[src/hdl/loop_interval_window_stats_top_assert.svh]
// Assertion macros for the loop interval statistics block.
// Used by loop_interval_window_stats_top; needs clk and rst in scope.
`ifndef LOOP_INTERVAL_WINDOW_STATS_TOP_ASSERT_SVH
`define LOOP_INTERVAL_WINDOW_STATS_TOP_ASSERT_SVH

// antecedent implies consequent in the same cycle
`define LIWS_ASSERT_NOW(lbl, ante, cons, msg) \
  lbl: assert property (@(posedge clk) disable iff (rst) (ante) |-> (cons)) else $error(msg);

// antecedent implies consequent in the next cycle
`define LIWS_ASSERT_NEXT(lbl, ante, cons, msg) \
  lbl: assert property (@(posedge clk) disable iff (rst) (ante) |=> (cons)) else $error(msg);

`endif

[src/hdl/liws_pkg.sv]
// Package for the loop interval statistics block: widths, register indexes.
// No dependencies.
package liws_pkg;

  localparam int TS_BITS_DEF = 32;
  localparam int IV_W        = 32;
  localparam int SUM_W       = 48;
  localparam int WL_W        = 16;
  localparam int EVT_W       = 17;
  localparam int CFG_W       = 16;
  localparam int CFG_IDX_W   = 1;

  localparam logic [CFG_IDX_W-1:0] REG_WINDOW_LENGTH = 1'd0;
  localparam logic [CFG_IDX_W-1:0] REG_WARMUP_COUNT  = 1'd1;

  localparam logic [CFG_W-1:0] WINDOW_LENGTH_RST = 16'd30;
  localparam logic [CFG_W-1:0] WARMUP_COUNT_RST  = 16'd10;

  localparam logic [EVT_W-1:0] EVT_MAX = '1;

endpackage

[src/hdl/liws_if.sv]
// Item channels of the loop interval statistics block: event in, result out.
// Depends on liws_pkg.
interface liws_in_if import liws_pkg::*; ();
  logic            valid;
  logic            ready;
  logic            mode;
  logic [31:0]     timestamp_us;

  modport source (output valid, mode, timestamp_us, input ready);
  modport sink   (input valid, mode, timestamp_us, output ready);
endinterface

interface liws_out_if import liws_pkg::*; ();
  logic            valid;
  logic            ready;
  logic [IV_W-1:0] interval_us;
  logic [IV_W-1:0] window_min_us;
  logic [IV_W-1:0] window_max_us;
  logic [IV_W-1:0] window_avg_us;
  logic            window_done;

  modport source (output valid, interval_us, window_min_us, window_max_us,
                  window_avg_us, window_done, input ready);
  modport sink   (input valid, interval_us, window_min_us, window_max_us,
                  window_avg_us, window_done, output ready);
endinterface

[src/hdl/liws_div.sv]
// Restoring divider, one quotient bit per cycle: window sum / window length.
// Depends on liws_pkg.
module liws_div import liws_pkg::*; (
  input  logic             clk,
  input  logic             rst,
  input  logic             start,
  input  logic [SUM_W-1:0] dividend,
  input  logic [WL_W-1:0]  divisor,
  output logic             done,
  output logic [SUM_W-1:0] quotient
);

  localparam int CNT_W = $clog2(SUM_W + 1);

  logic             busy;
  logic [CNT_W-1:0] cnt;
  logic [SUM_W-1:0] dvd;
  logic [WL_W-1:0]  dsr;
  logic [WL_W-1:0]  rem;
  logic [WL_W:0]    rem_sh;
  logic             ge;

  always_comb begin
    rem_sh = {rem, dvd[SUM_W-1]};
    ge     = rem_sh >= {1'b0, dsr};
  end

  always_ff @(posedge clk) begin
    if (rst) begin
      busy <= 1'b0;
      done <= 1'b0;
      cnt  <= '0;
    end else begin
      done <= 1'b0;
      if (start) begin
        busy <= 1'b1;
        cnt  <= CNT_W'(SUM_W);
      end else if (busy) begin
        cnt <= cnt - 1'b1;
        if (cnt == CNT_W'(1)) begin
          busy <= 1'b0;
          done <= 1'b1;
        end
      end
    end
  end

  always_ff @(posedge clk) begin
    if (start) begin
      dvd <= dividend;
      dsr <= divisor;
      rem <= '0;
    end else if (busy) begin
      dvd <= {dvd[SUM_W-2:0], ge};
      rem <= ge ? WL_W'(rem_sh - {1'b0, dsr}) : WL_W'(rem_sh);
    end
  end

  assign quotient = dvd;

endmodule

[src/hdl/loop_interval_window_stats_top.sv]
// Channel | dir | payload
// evt     | in  | mode, timestamp_us
// rslt    | out | interval_us, window_min_us, window_max_us, window_avg_us, window_done
// A start item only stores its timestamp. An end item passes DIFF, UPD and PUSH, and DIV too
// when it closes a window (the divider takes one quotient bit a cycle over the 48-bit sum).
// evt.ready is high only while the sequencer idles; a finished result waits in
// the output register and the next item may enter meanwhile.
// Synchronous reset: registers to reset values, all window state to zero.
// Depends on liws_pkg, liws_if, liws_div and the assertion macro header.
`include "loop_interval_window_stats_top_assert.svh"

module loop_interval_window_stats_top import liws_pkg::*; #(
  parameter int TIMESTAMP_BITS = TS_BITS_DEF
) (
  input  logic                 clk,
  input  logic                 rst,
  input  logic                 cfg_we,
  input  logic [CFG_IDX_W-1:0] cfg_index,
  input  logic [CFG_W-1:0]     cfg_data,
  liws_in_if.sink              evt,
  liws_out_if.source           rslt
);

  localparam int TB = TIMESTAMP_BITS;

  localparam logic [2:0] ST_IDLE = 3'd0;
  localparam logic [2:0] ST_DIFF = 3'd1;
  localparam logic [2:0] ST_UPD  = 3'd2;
  localparam logic [2:0] ST_DIV  = 3'd3;
  localparam logic [2:0] ST_PUSH = 3'd4;

  logic [2:0]       st;
  logic [WL_W-1:0]  window_length;
  logic [WL_W-1:0]  warmup_count;
  logic [TB-1:0]    prev_timestamp;
  logic [TB-1:0]    ts_r;
  logic [EVT_W-1:0] event_counter;
  logic [WL_W-1:0]  sample_count;
  logic [IV_W-1:0]  run_min;
  logic [IV_W-1:0]  run_max;
  logic [SUM_W-1:0] run_sum;
  logic [IV_W-1:0]  last_avg;
  logic [IV_W-1:0]  iv;
  logic [IV_W-1:0]  res_iv;
  logic             res_done;

  logic             out_valid;
  logic [IV_W-1:0]  o_iv;
  logic [IV_W-1:0]  o_min;
  logic [IV_W-1:0]  o_max;
  logic [IV_W-1:0]  o_avg;
  logic             o_done;

  logic [63:0]      ts_wide;
  logic [TB-1:0]    ts_in;
  logic [TB-1:0]    diff;
  logic [63:0]      diff_wide;
  logic [IV_W-1:0]  iv_calc;
  logic             warm;
  logic [WL_W-1:0]  wl_eff;
  logic [WL_W-1:0]  sc_new;
  logic [SUM_W-1:0] sum_new;
  logic             win_end;
  logic             div_start;
  logic             div_done;
  logic [SUM_W-1:0] div_q;
  logic             accept;
  logic             push_go;

  always_comb begin
    ts_wide   = 64'(evt.timestamp_us);
    ts_in     = ts_wide[TB-1:0];
    diff      = ts_r - prev_timestamp;
    diff_wide = 64'(diff);
    iv_calc   = (|diff_wide[63:32]) ? '1 : diff_wide[31:0];
    warm      = event_counter <= EVT_W'(warmup_count);
    wl_eff    = (window_length == '0) ? WL_W'(1) : window_length;
    sc_new    = sample_count + 1'b1;
    sum_new   = ((sample_count == '0) ? '0 : run_sum) + SUM_W'(iv);
    win_end   = (sc_new >= wl_eff) || (sc_new == '0);
    div_start = (st == ST_UPD) && !warm && win_end;
    accept    = evt.valid && evt.ready;
    push_go   = (st == ST_PUSH) && (!out_valid || rslt.ready);
  end

  assign evt.ready = (st == ST_IDLE);

  liws_div u_div (
    .clk      (clk),
    .rst      (rst),
    .start    (div_start),
    .dividend (sum_new),
    .divisor  (wl_eff),
    .done     (div_done),
    .quotient (div_q)
  );

  always_ff @(posedge clk) begin
    if (rst) begin
      window_length <= WINDOW_LENGTH_RST;
      warmup_count  <= WARMUP_COUNT_RST;
    end else if (cfg_we) begin
      case (cfg_index)
        REG_WINDOW_LENGTH: window_length <= cfg_data;
        REG_WARMUP_COUNT:  warmup_count  <= cfg_data;
        default: ;
      endcase
    end
  end

  always_ff @(posedge clk) begin
    if (rst) begin
      st             <= ST_IDLE;
      prev_timestamp <= '0;
      event_counter  <= '0;
      sample_count   <= '0;
      run_min        <= '0;
      run_max        <= '0;
      run_sum        <= '0;
      last_avg       <= '0;
    end else begin
      case (st)
        ST_IDLE: begin
          if (accept) begin
            if (evt.mode) begin
              ts_r <= ts_in;
              st   <= ST_DIFF;
            end else begin
              prev_timestamp <= ts_in;
            end
          end
        end
        ST_DIFF: begin
          iv             <= iv_calc;
          prev_timestamp <= ts_r;
          if (event_counter != EVT_MAX) event_counter <= event_counter + 1'b1;
          st <= ST_UPD;
        end
        ST_UPD: begin
          if (warm) begin
            sample_count <= '0;
            run_sum      <= '0;
            last_avg     <= '0;
            run_min      <= '0;
            run_max      <= '0;
            res_iv       <= '0;
            res_done     <= 1'b0;
            st           <= ST_PUSH;
          end else begin
            res_iv <= iv;
            if (sample_count == '0) begin
              run_min <= iv;
              run_max <= iv;
            end else begin
              if (iv < run_min) run_min <= iv;
              if (iv > run_max) run_max <= iv;
            end
            if (win_end) begin
              sample_count <= '0;
              run_sum      <= '0;
              res_done     <= 1'b1;
              st           <= ST_DIV;
            end else begin
              sample_count <= sc_new;
              run_sum      <= sum_new;
              res_done     <= 1'b0;
              st           <= ST_PUSH;
            end
          end
        end
        ST_DIV: begin
          if (div_done) begin
            last_avg <= (|div_q[SUM_W-1:IV_W]) ? '1 : div_q[IV_W-1:0];
            st       <= ST_PUSH;
          end
        end
        ST_PUSH: begin
          if (push_go) st <= ST_IDLE;
        end
        default: st <= ST_IDLE;
      endcase
    end
  end

  always_ff @(posedge clk) begin
    if (rst) begin
      out_valid <= 1'b0;
    end else if (push_go) begin
      out_valid <= 1'b1;
    end else if (rslt.ready) begin
      out_valid <= 1'b0;
    end
  end

  always_ff @(posedge clk) begin
    if (push_go) begin
      o_iv   <= res_iv;
      o_min  <= run_min;
      o_max  <= run_max;
      o_avg  <= last_avg;
      o_done <= res_done;
    end
  end

  assign rslt.valid         = out_valid;
  assign rslt.interval_us   = o_iv;
  assign rslt.window_min_us = o_min;
  assign rslt.window_max_us = o_max;
  assign rslt.window_avg_us = o_avg;
  assign rslt.window_done   = o_done;

  `LIWS_ASSERT_NOW(a_min_le_max, 1'b1, run_min <= run_max, "window min above max")
  `LIWS_ASSERT_NOW(a_empty_sum, sample_count == '0, run_sum == '0, "sum left in empty window")
  `LIWS_ASSERT_NOW(a_done_clear, (st == ST_PUSH) && res_done, (sample_count == '0) && (run_sum == '0), "window closed without clearing")
  `LIWS_ASSERT_NEXT(a_div_wait, (st == ST_DIV) && !div_done, st == ST_DIV, "left divide before quotient")
  `LIWS_ASSERT_NOW(a_div_state, div_done, st == ST_DIV, "quotient outside divide state")

endmodule
[src/flat_wrapper.sv]
// flat-port wrapper written by rule: the top's interface ports become plain ports
module loop_interval_window_stats_top_flat import liws_pkg::*;
#(
  parameter int TIMESTAMP_BITS = TS_BITS_DEF
)
  (clk, rst, cfg_we, cfg_index, cfg_data, evt_valid, evt_mode, evt_timestamp_us, evt_ready, rslt_valid, rslt_interval_us, rslt_window_min_us, rslt_window_max_us, rslt_window_avg_us, rslt_window_done, rslt_ready);
  liws_in_if evt_i ();
  liws_out_if rslt_i ();
  input  logic clk;
  input  logic rst;
  input  logic cfg_we;
  input  logic [CFG_IDX_W-1:0] cfg_index;
  input  logic [CFG_W-1:0] cfg_data;
  input wire logic [$bits(evt_i.valid)-1:0] evt_valid;
  input wire logic [$bits(evt_i.mode)-1:0] evt_mode;
  input wire logic [$bits(evt_i.timestamp_us)-1:0] evt_timestamp_us;
  output wire logic [$bits(evt_i.ready)-1:0] evt_ready;
  output wire logic [$bits(rslt_i.valid)-1:0] rslt_valid;
  output wire logic [$bits(rslt_i.interval_us)-1:0] rslt_interval_us;
  output wire logic [$bits(rslt_i.window_min_us)-1:0] rslt_window_min_us;
  output wire logic [$bits(rslt_i.window_max_us)-1:0] rslt_window_max_us;
  output wire logic [$bits(rslt_i.window_avg_us)-1:0] rslt_window_avg_us;
  output wire logic [$bits(rslt_i.window_done)-1:0] rslt_window_done;
  input wire logic [$bits(rslt_i.ready)-1:0] rslt_ready;
  assign evt_i.valid = evt_valid;
  assign evt_i.mode = evt_mode;
  assign evt_i.timestamp_us = evt_timestamp_us;
  assign evt_ready = evt_i.ready;
  assign rslt_valid = rslt_i.valid;
  assign rslt_interval_us = rslt_i.interval_us;
  assign rslt_window_min_us = rslt_i.window_min_us;
  assign rslt_window_max_us = rslt_i.window_max_us;
  assign rslt_window_avg_us = rslt_i.window_avg_us;
  assign rslt_window_done = rslt_i.window_done;
  assign rslt_i.ready = rslt_ready;
  loop_interval_window_stats_top #(.TIMESTAMP_BITS(TIMESTAMP_BITS)) u_core (.clk(clk), .rst(rst), .cfg_we(cfg_we), .cfg_index(cfg_index), .cfg_data(cfg_data), .evt(evt_i), .rslt(rslt_i));
endmodule
[config.mk]
export PLATFORM = sky130hd
export DESIGN_NAME = loop_interval_window_stats_top_flat
export DESIGN_NICKNAME = d
export VERILOG_FILES = /design/src/hdl/liws_pkg.sv /design/src/hdl/liws_if.sv /design/src/hdl/liws_div.sv /design/src/hdl/loop_interval_window_stats_top.sv /design/src/flat_wrapper.sv
export VERILOG_INCLUDE_DIRS = /design/src /design/src/hdl
export SDC_FILE = /design/constraint.sdc
export NUM_CORES = 1
export LEC_CHECK = 0
export BUFFER_PORTS_ARGS = -buffer_cell sky130_fd_sc_hd__buf_2
export CAP_MARGIN = 10
export CORE_ASPECT_RATIO = 0.6
export CORE_MARGIN = 10
export CORE_UTILIZATION = 60
export DETAILED_ROUTE_END_ITERATION = 6
export HOLD_SLACK_MARGIN = 0.08
export PLACE_DENSITY_LB_ADDON = 0.3
export SKIP_CTS_REPAIR_TIMING = 1
export SYNTH_ARGS = -nofsm -noshare
export SYNTH_HDL_FRONTEND = slang
export SYNTH_SLANG_ARGS = --single-unit
[constraint.sdc]
create_clock -name clk -period 13.55 [get_ports clk]
set_input_delay 0.6775 -clock clk [delete_from_list [all_inputs] [get_ports clk]]
set_output_delay 0.6775 -clock clk [all_outputs]
set_load 0.01 [all_outputs]
* Word level (Yosys, flattened, before mapping)
Index checks and enable logic that the tools add are counted.
Storage, ports and cells: bits in registers 559, bits of input ports 55, output and inout port bits 131, word-level logic and storage cells 123
Operators by class: $add $sub $neg 6, order comparisons 5, equal/unequal tests 12, multiplexer cells 38, bitwise logic cells 3, reduce and logical (&&, ||, !) cells 32
Operators by type and width (number):
- two-way mux 32 bit | 11
- two-way mux 48 bit | 5
- case mux 32 bit (2 select lines) | 2
- two-way mux 16 bit | 4
- adder 48 x 32 -> 48 bit | 1
- zero test 16 bit | 3
- > comparator 32 bit | 1
- less-than comparator 32 bit | 1
- subtractor 32 bit | 1
- two-way mux 3 bit | 6
- adder 17 x 1 -> 17 bit, second input constant | 1
- >= comparator 17 x 16 -> 1 bit | 1
- less-or-equal comparator 17 x 16 -> 1 bit | 1
- inequality test 17 bit, second input constant | 1
- adder 16 x 1 -> 16 bit, second input constant | 1
- >= comparator 16 bit | 1
- OR reduction 16 bit | 1
- subtractor 16 bit | 1
- case mux 3 bit (5 select lines) | 1
- AND reduction 2 bit | 7
- two-way mux 6 bit | 2
- inequality test 2 bit, second input constant | 4
- AND reduction 4 bit | 2
- nonzero test 2 bit | 4
- other kinds (16) | 33

* Longest topological paths before layout
Gate-level depths: netlist of the first run.
depth after elaboration 7, mapped depth 19, depth with buffers taken out 16

* Cells and area by module
Synthesis of the first run repeated with hierarchy kept, for this count alone.
Unflattened totals: cells, all modules 2675, area, all modules 27691.6 um^2
By module, submodules not included:
- loop_interval_window_stats_top | instances 1, cells an instance 2308, area an instance 23257.3 um^2, seq. area each 11691.2 um^2
- liws_div | instances 1, cells an instance 367, area an instance 4434.3 um^2, seq. area each 2402.3 um^2

* Least setup slack after synthesis of the first run
Ideal clock, no wire load.
path kind input -> register, start input port rslt_ready, end register u_core.o_iv[0] (netlist: u_core.rslt.interval_us[0]), enable pin, library setup time 619 ps, arrival 6120 ps, required time 12931 ps, setup slack 6812 ps, stages on the path 2, buffers on the path 0, cells stage by stage nor2b_1 > nor2_1
Between the ends: word-level cells in the longest chain between the ends 2
RTL lines:
- from (decl) | RTL line flat_wrapper.sv:24 | input wire logic [$bits(rslt_i.ready)-1:0] rslt_ready;
- logical OR 1 bit | RTL line loop_interval_window_stats_top.sv:83 | push_go = (st == ST_PUSH) && (!out_valid || rslt.ready);
- logical AND 1 bit | RTL line loop_interval_window_stats_top.sv:83
- net u_core.push_go | RTL line loop_interval_window_stats_top.sv:68 | logic push_go;
- to (signal assigned) | RTL line loop_interval_window_stats_top.sv:197 | o_iv <= res_iv;
- to (decl) | RTL line loop_interval_window_stats_top.sv:48 | logic [IV_W-1:0] o_iv;
The timed path passes the listed nets, and every way through them passes these cells. A chain may end at the register's enable or synchronous reset.

* Worst setup path in the final report of the first run
start register u_core.sample_count[0], end register u_core.u_div.cnt[1]
Between the ends: word-level cells in the longest chain between the ends 5, elaborated cells on any way between the ends 6, those cells by class add/sub: 1; order compare: 1; reduce/logical: 4
RTL lines:
- from (decl) | RTL line loop_interval_window_stats_top.sv:38 | logic [WL_W-1:0] sample_count;
- from (signal assigned) | RTL line loop_interval_window_stats_top.sv:164 | sample_count <= sc_new;
- adder 16 x 1 -> 16 bit (*) | RTL line loop_interval_window_stats_top.sv:78 | sc_new = sample_count + 1'b1;
- >= comparator 16 bit / zero test 16 bit (equally long branches) | RTL line loop_interval_window_stats_top.sv:80 | win_end = (sc_new >= wl_eff) || (sc_new == '0);
- logical OR 1 bit (*) | RTL line loop_interval_window_stats_top.sv:80
- logical AND 1 bit (*) | RTL line loop_interval_window_stats_top.sv:81 | div_start = (st == ST_UPD) && !warm && win_end;
- OR reduction 2 bit (no source line) (*)
- to (signal assigned) | RTL line liws_div.sv:37 | cnt <= CNT_W'(SUM_W);
- to (signal assigned) | RTL line liws_div.sv:39 | cnt <= cnt - 1'b1;
- to (decl) | RTL line liws_div.sv:16 | logic [CNT_W-1:0] cnt;
Mark *: on every way between the ends. The rest lies on a longest branch, timed or not.

==> results of run 1 <==
-- through the flow --
stage	power [mW]	area (sq um)
finish	3.69	30800
global route	3.82	30800
CTS	3.70	30800
detailed placement	2.25	29100
global placement	2.24	29100
floorplan	2.15	27800
-- where the power goes --
part | internal, mW | total [mW] | switching, mW
combinational | 0.148 | 0.376 | 0.227
sequential | 1.82 | 1.85 | 0.0318
clock | 0.823 | 1.47 | 0.643
-- final timing paths --
kind	cells past startpoint	endpoint	start	slack, ns
max	15	u_core.u_div.cnt[1]	u_core.sample_count[0]	7.62
min reg2reg	0	u_core.rslt.interval_us[17]	u_core.res_iv[17]	0.42
max reg2reg	15	u_core.u_div.cnt[1]	u_core.sample_count[0]	7.62
min	1	u_core.ts_r[10]	evt_timestamp_us[10]	0.27
-- synthesized netlist by cell type (39+ instances only) --
| master | number |
|---|---|
| xnor2_1 | 62 |
| nand3_1 | 39 |
| a21o_1 | 58 |
| a21oi_1 | 169 |
| o21ai_0 | 149 |
| nand4_1 | 55 |
| mux2i_1 | 49 |
| xor2_1 | 54 |
| nand2b_1 | 81 |
| inv_1 | 184 |
| ha_1 | 181 |
| nor2_1 | 206 |
| and2_1 | 71 |
| clkbuf_1 | 123 |
| dfxtp_1 | 269 |
| o211ai_1 | 39 |
| edfxtp_1 | 290 |
| nand2_1 | 333 |
-- cells by family after synthesis --
group	synth area share
and+or+nand+nor	0.160
AOI/OAI and AO/OA	0.146
DFF	0.507
buffers and inverters	0.0474
adders and majority gates	0.0837
xor gates and xnor gates	0.0366
muxes	0.0189
-- cell type report --
class,count,area [sq um]
multi-input combinational,1911,12500
sequential,559,14100
timing repair buffer,205,1080
tap,620,776
inverter,185,696
antenna,1,2.50
fill,3514,14500
clock inverter,19,200
clock buffer,75,1490
-- worst max-delay path, stage by stage (launching register included) --
cell and delay [ns]:
dfxtp_1 0.57, ha_1 0.39, nand4_4 0.21, nor3_1 0.40, xor2_1 0.34, ha_1 0.31, o21ai_0 0.14, o21ai_0 0.11
o211ai_1 0.11, a21oi_1 0.09, a211oi_1 0.35, nand2_2 0.35, nand3_4 0.72, clkinv_2 0.88, or2_1 0.54, a211oi_1 0.24
-- state kept, by name, summed over array words and instances (netlist names), 3 cells and up --
register,cells
u_core.res_iv,32
u_core.rslt.interval_us,32
u_core.rslt.window_min_us,32
u_core.u_div.quotient,48
u_core.warmup_count,16
u_core.window_length,16
u_core.run_max,32
u_core.sample_count,16
u_core.u_div.dsr,16
u_core.run_min,32
u_core.ts_r,32
u_core.event_counter,17
u_core.rslt.window_max_us,32
u_core.u_div.rem,16
u_core.last_avg,32
u_core.prev_timestamp,32
u_core.st,3
u_core.u_div.cnt,6
u_core.rslt.window_avg_us,32
u_core.iv,32
u_core.run_sum,48
-- layout by cell type, fill, tap and decap left out, types with 80 or more instances in the layout --
| master | synthesis | layout |
|---|---|---|
| nand2_1 | 333 | 332 |
| edfxtp_1 | 290 | 290 |
| dfxtp_1 | 269 | 269 |
| nor2_1 | 206 | 202 |
| inv_1 | 184 | 184 |
| buf_2 | 12 | 184 |
| ha_1 | 181 | 181 |
| a21oi_1 | 169 | 169 |
| o21ai_0 | 149 | 149 |
| nand2b_1 | 81 | 80 |
-- routing by layer --
layer	GRT usage	wire length, microns	share of wire	up-vias
met4	0.0569	1530	0.021	4
met2	0.375	30800	0.43	847
li1	-	-	-	10200
met3	0.0569	6530	0.091	126
met1	0.358	32900	0.46	10100
met5	0	24	0.00033	-
==> impl_metrics.tcl, run 1 <==
set metrics [dict create \
    yosysSeqAreaShare 0.507 \
    antenna_found_initial 4 \
    critPathLaunchType "flop" \
    endpoint_kind "flop" \
    io_pins 186 \
    status "finished, final reports clean" \
    timing.fmax_mhz 169 \
    synth_edf_count 290 \
    crit_type "reg2reg" \
    grt_max_degree 92 \
    cts_sinks 559 \
    grt_pass1_wl_microns 113000 \
    cts_tree "built" \
    die_area_sq_um 55600 \
    period_minus_slack_ns 5.93 \
    yosysTopAreaCellShare 0.313 \
    grt_pass1_vias 20300 \
    clkTransAtPathRegs_ns 0.07 \
    setup_ws_ns 7.62 \
    drt-total-wl_microns 71800 \
    grtUsageTotal 0.248 \
    dp_hpwl_microns 51900 \
    synth_area_leader_cell "edfxtp_1" \
    syn_inst 2806 \
    initial_utilization 0.614 \
    instances_no_fill 3575 \
    hold_class "in2reg" \
    worst_pin_slew_ns 1.18 \
    slew_violations 0 \
    ys_top_cells_by_area "edfxtp_1 31%, dfxtp_1 19%, ha_1 8.1%" \
    rsz0062_at_grt "false" \
    drc 0 \
    synth_fp_nets 3045 \
    dp.cells 3480 \
    clock_latency_ns 0.60 \
    yosys_most_used_dff "edfxtp_1" \
    die_w_microns 298 \
    areaGrowthSynthToFinish_pct 10.8 \
    clock_tree.root_cell "clkbuf_16" \
    whs_ns 0.275 \
    post-route-util 0.680 \
    wl_per_cell_microns 20.1 \
    power_per_cell_area_nw_per_um2 120 \
    ant_nets 0 \
    drive_gt1_frac 0.108 \
    via_per_inst 5.96 \
    portBuffers 185 \
    path_max_fanout 77 \
    crit_required_ns 14.05 \
    gp_congestion 0.931 \
    layout.nets 3151 \
    tns_ns 0 \
    vias 21300 \
    syn_area_sq_um 27800 \
    arrival_ns 6.43 \
    yosysWarnings 0 \
    async_flop_share 0 \
    numCtsBuffers 50 \
    pre_cts_ws_ns 7.68 \
    drt_iter0_drc 2315 \
    ir_drop_uv 86.5 \
    cts-htree-levels 2 \
    synth.avg_cell_area_sq_um 9.90 \
    die_y_microns 187 \
    p_leak_nw 11.9 \
    hold_viol 0 \
    synth-seq-cells 559 \
    cap_violations 0 \
    slew_headroom 0.211 \
    period_share 0.438 \
    grt_overflow 0 \
    drt_pass1_iterations 6 \
    placeableCoreArea_sq_um 45300 \
    setup_viol 0 \
    skew_ns 0.0168 \
    ys_types 80 \
    std_cell_rows 60 \
    clock_path_buffers 3 \
]
No activity file was read; power rests on OpenSTA's default activity.
==> inputs of run 2 (changes only) <==
clock period = 6.18 ns   (was 13.55 ns; I/O delays follow)
==> impl_metrics.tcl, run 2 (synthesis gave the netlist of run 1 again) <==
set metrics [dict create \
    status "finished, final reports clean" \
    dp_hpwl_microns 53600 \
    multi_input_area_sq_um 12500 \
    clock_latency_ns 0.60 \
    die_y_microns 187 \
    rr_endpoint "u_core.u_div.quotient[43]" \
    grt_pass1_wl_microns 117000 \
    drc 0 \
    p_leak_nw 12.1 \
    period_share 0.921 \
    rsz0062_at_grt "false" \
    dp.cells 3491 \
    cp-endpoint "u_core.u_div.quotient[43]" \
    final_common_cell "nand2_1" \
    setup_viol 0 \
    die_w_microns 298 \
    instances_no_fill 3636 \
    tns_ns 0 \
    clock_path_buffers 3 \
    cap_violations 0 \
    ir_drop_uv 236 \
    portBuffers 185 \
    grt-busiest-layer "met2" \
    drt_iter0_drc 2139 \
    fillerInstances 3476 \
    period_minus_slack_ns 5.69 \
    grtUsageTotal 0.257 \
    initial_utilization 0.614 \
    std_cell_rows 60 \
    grt_use_met3 0.0491 \
    endpoint_kind "flop" \
    antenna_found_initial 4 \
    grt_overflow 0 \
    hold_viol 0 \
    clock_tree.root_cell "clkbuf_16" \
    areaGrowthSynthToFinish_pct 12.9 \
    final_cell_mix "332 x nand2_1, 290 x edfxtp_1, 269 x dfxtp_1" \
    cts_sinks 559 \
    drive_gt1_frac 0.111 \
    grt_pass1_vias 20600 \
    design_area_sq_um 31400 \
    vias 21800 \
    arrival_ns 6.04 \
    crit_required_ns 6.53 \
    whs_ns 0.103 \
    layout.nets 3211 \
    timing.fmax_mhz 176 \
    place_area_sq_um 29200 \
    ant_nets 0 \
    use_met2 0.387 \
    via_per_inst 6.01 \
    numCtsBuffers 51 \
    worst_pin_slew_ns 1.19 \
    drt-total-wl_microns 75200 \
    drt_pass1_iterations 5 \
    grt_use_met1 0.377 \
    io_pins 186 \
    skew_ns 0.0270 \
    slew_headroom 0.207 \
    power_per_cell_area_nw_per_um2 259 \
    r2r_cells 14 \
    slew_violations 0 \
    critPathLaunchType "flop" \
    crit_type "reg2reg" \
    worst_r2r_startpoint "u_core.sample_count[4]" \
    wl_per_cell_microns 20.7 \
    seq_area_sq_um 14100 \
    path_max_fanout 14 \
    critical_path.startpoint "u_core.sample_count[4]" \
    die_area_sq_um 55600 \
    gp_congestion 0.962 \
    cts_tree "built" \
    clkTransAtPathRegs_ns 0.07 \
    placeableCoreArea_sq_um 45300 \
    total_power_mw 8.11 \
    r2r_slack_ns 0.49 \
    hold_class "in2reg" \
    cts-htree-levels 2 \
    grt_max_degree 130 \
]
run 2: worst min-delay path by stage:
stage	slack (ns)	cells after the start	start	endpoint
final	0.10	2	rst	u_core.run_sum[27]
after detailed placement	0.40	0	u_core.res_iv[17]	u_core.rslt.interval_us[17]
after global routing	0.10	2	rst	u_core.run_sum[23]
after global placement	0.40	0	u_core.res_iv[8]	u_core.rslt.interval_us[8]
after CTS	-0.12	1	evt_timestamp_us[5]	u_core.ts_r[5]
after floorplan	0.40	0	u_core.res_iv[0]	u_core.rslt.interval_us[0]
run 2: metrics by stage:
stage | worst slack (ns) | utilization
4_1_cts | 0.618 | 0.682
5_1_grt | 0.186 | 0.693
6_report | 0.489 | 0.693
3_3_place_gp | 0.756 | 0.645
2_1_floorplan | 1.57 | -
3_5_place_dp | 0.623 | 0.645
run 2: layout make-up:
| cell class | count | area share |
|---|---|---|
| Inverter | 185 | 0.0222 |
| Tap cell | 620 | 0.0247 |
| Timing Repair Buffer | 264 | 0.0528 |
| Antenna cell | 2 | 0.000160 |
| Clock buffer | 68 | 0.0459 |
| Multi-Input combinational cell | 1911 | 0.397 |
| Sequential cell | 559 | 0.449 |
| Clock inverter | 27 | 0.00794 |
run 2: report_power, final:
part           internal (mW)  switching [mW]  total (mW)
logic                  0.348           0.503       0.851
registers               3.98          0.0719        4.05
clock network           1.78            1.43        3.21
run 2: metal layers:
layer  share of wire  vias to the layer above
met1            0.45                    10500
met4           0.022                        0
met5               0                        -
met2            0.43                      921
met3           0.090                      122
li1                -                    10300
run 2: critical path, cell delays in order, from the launching register on:
cell and delay, ns:
dfxtp_1 0.41, or4_1 0.55, nor4b_1 0.29, nand4_1 0.65, and2_1 0.44, ha_1 0.37, o21ai_0 0.11, o21ai_0 0.24
a41oi_1 0.29, o31ai_2 0.67, a31oi_1 0.33, o21ai_1 0.47, and3_1 0.28, xor2_1 0.10, a31o_2 0.25
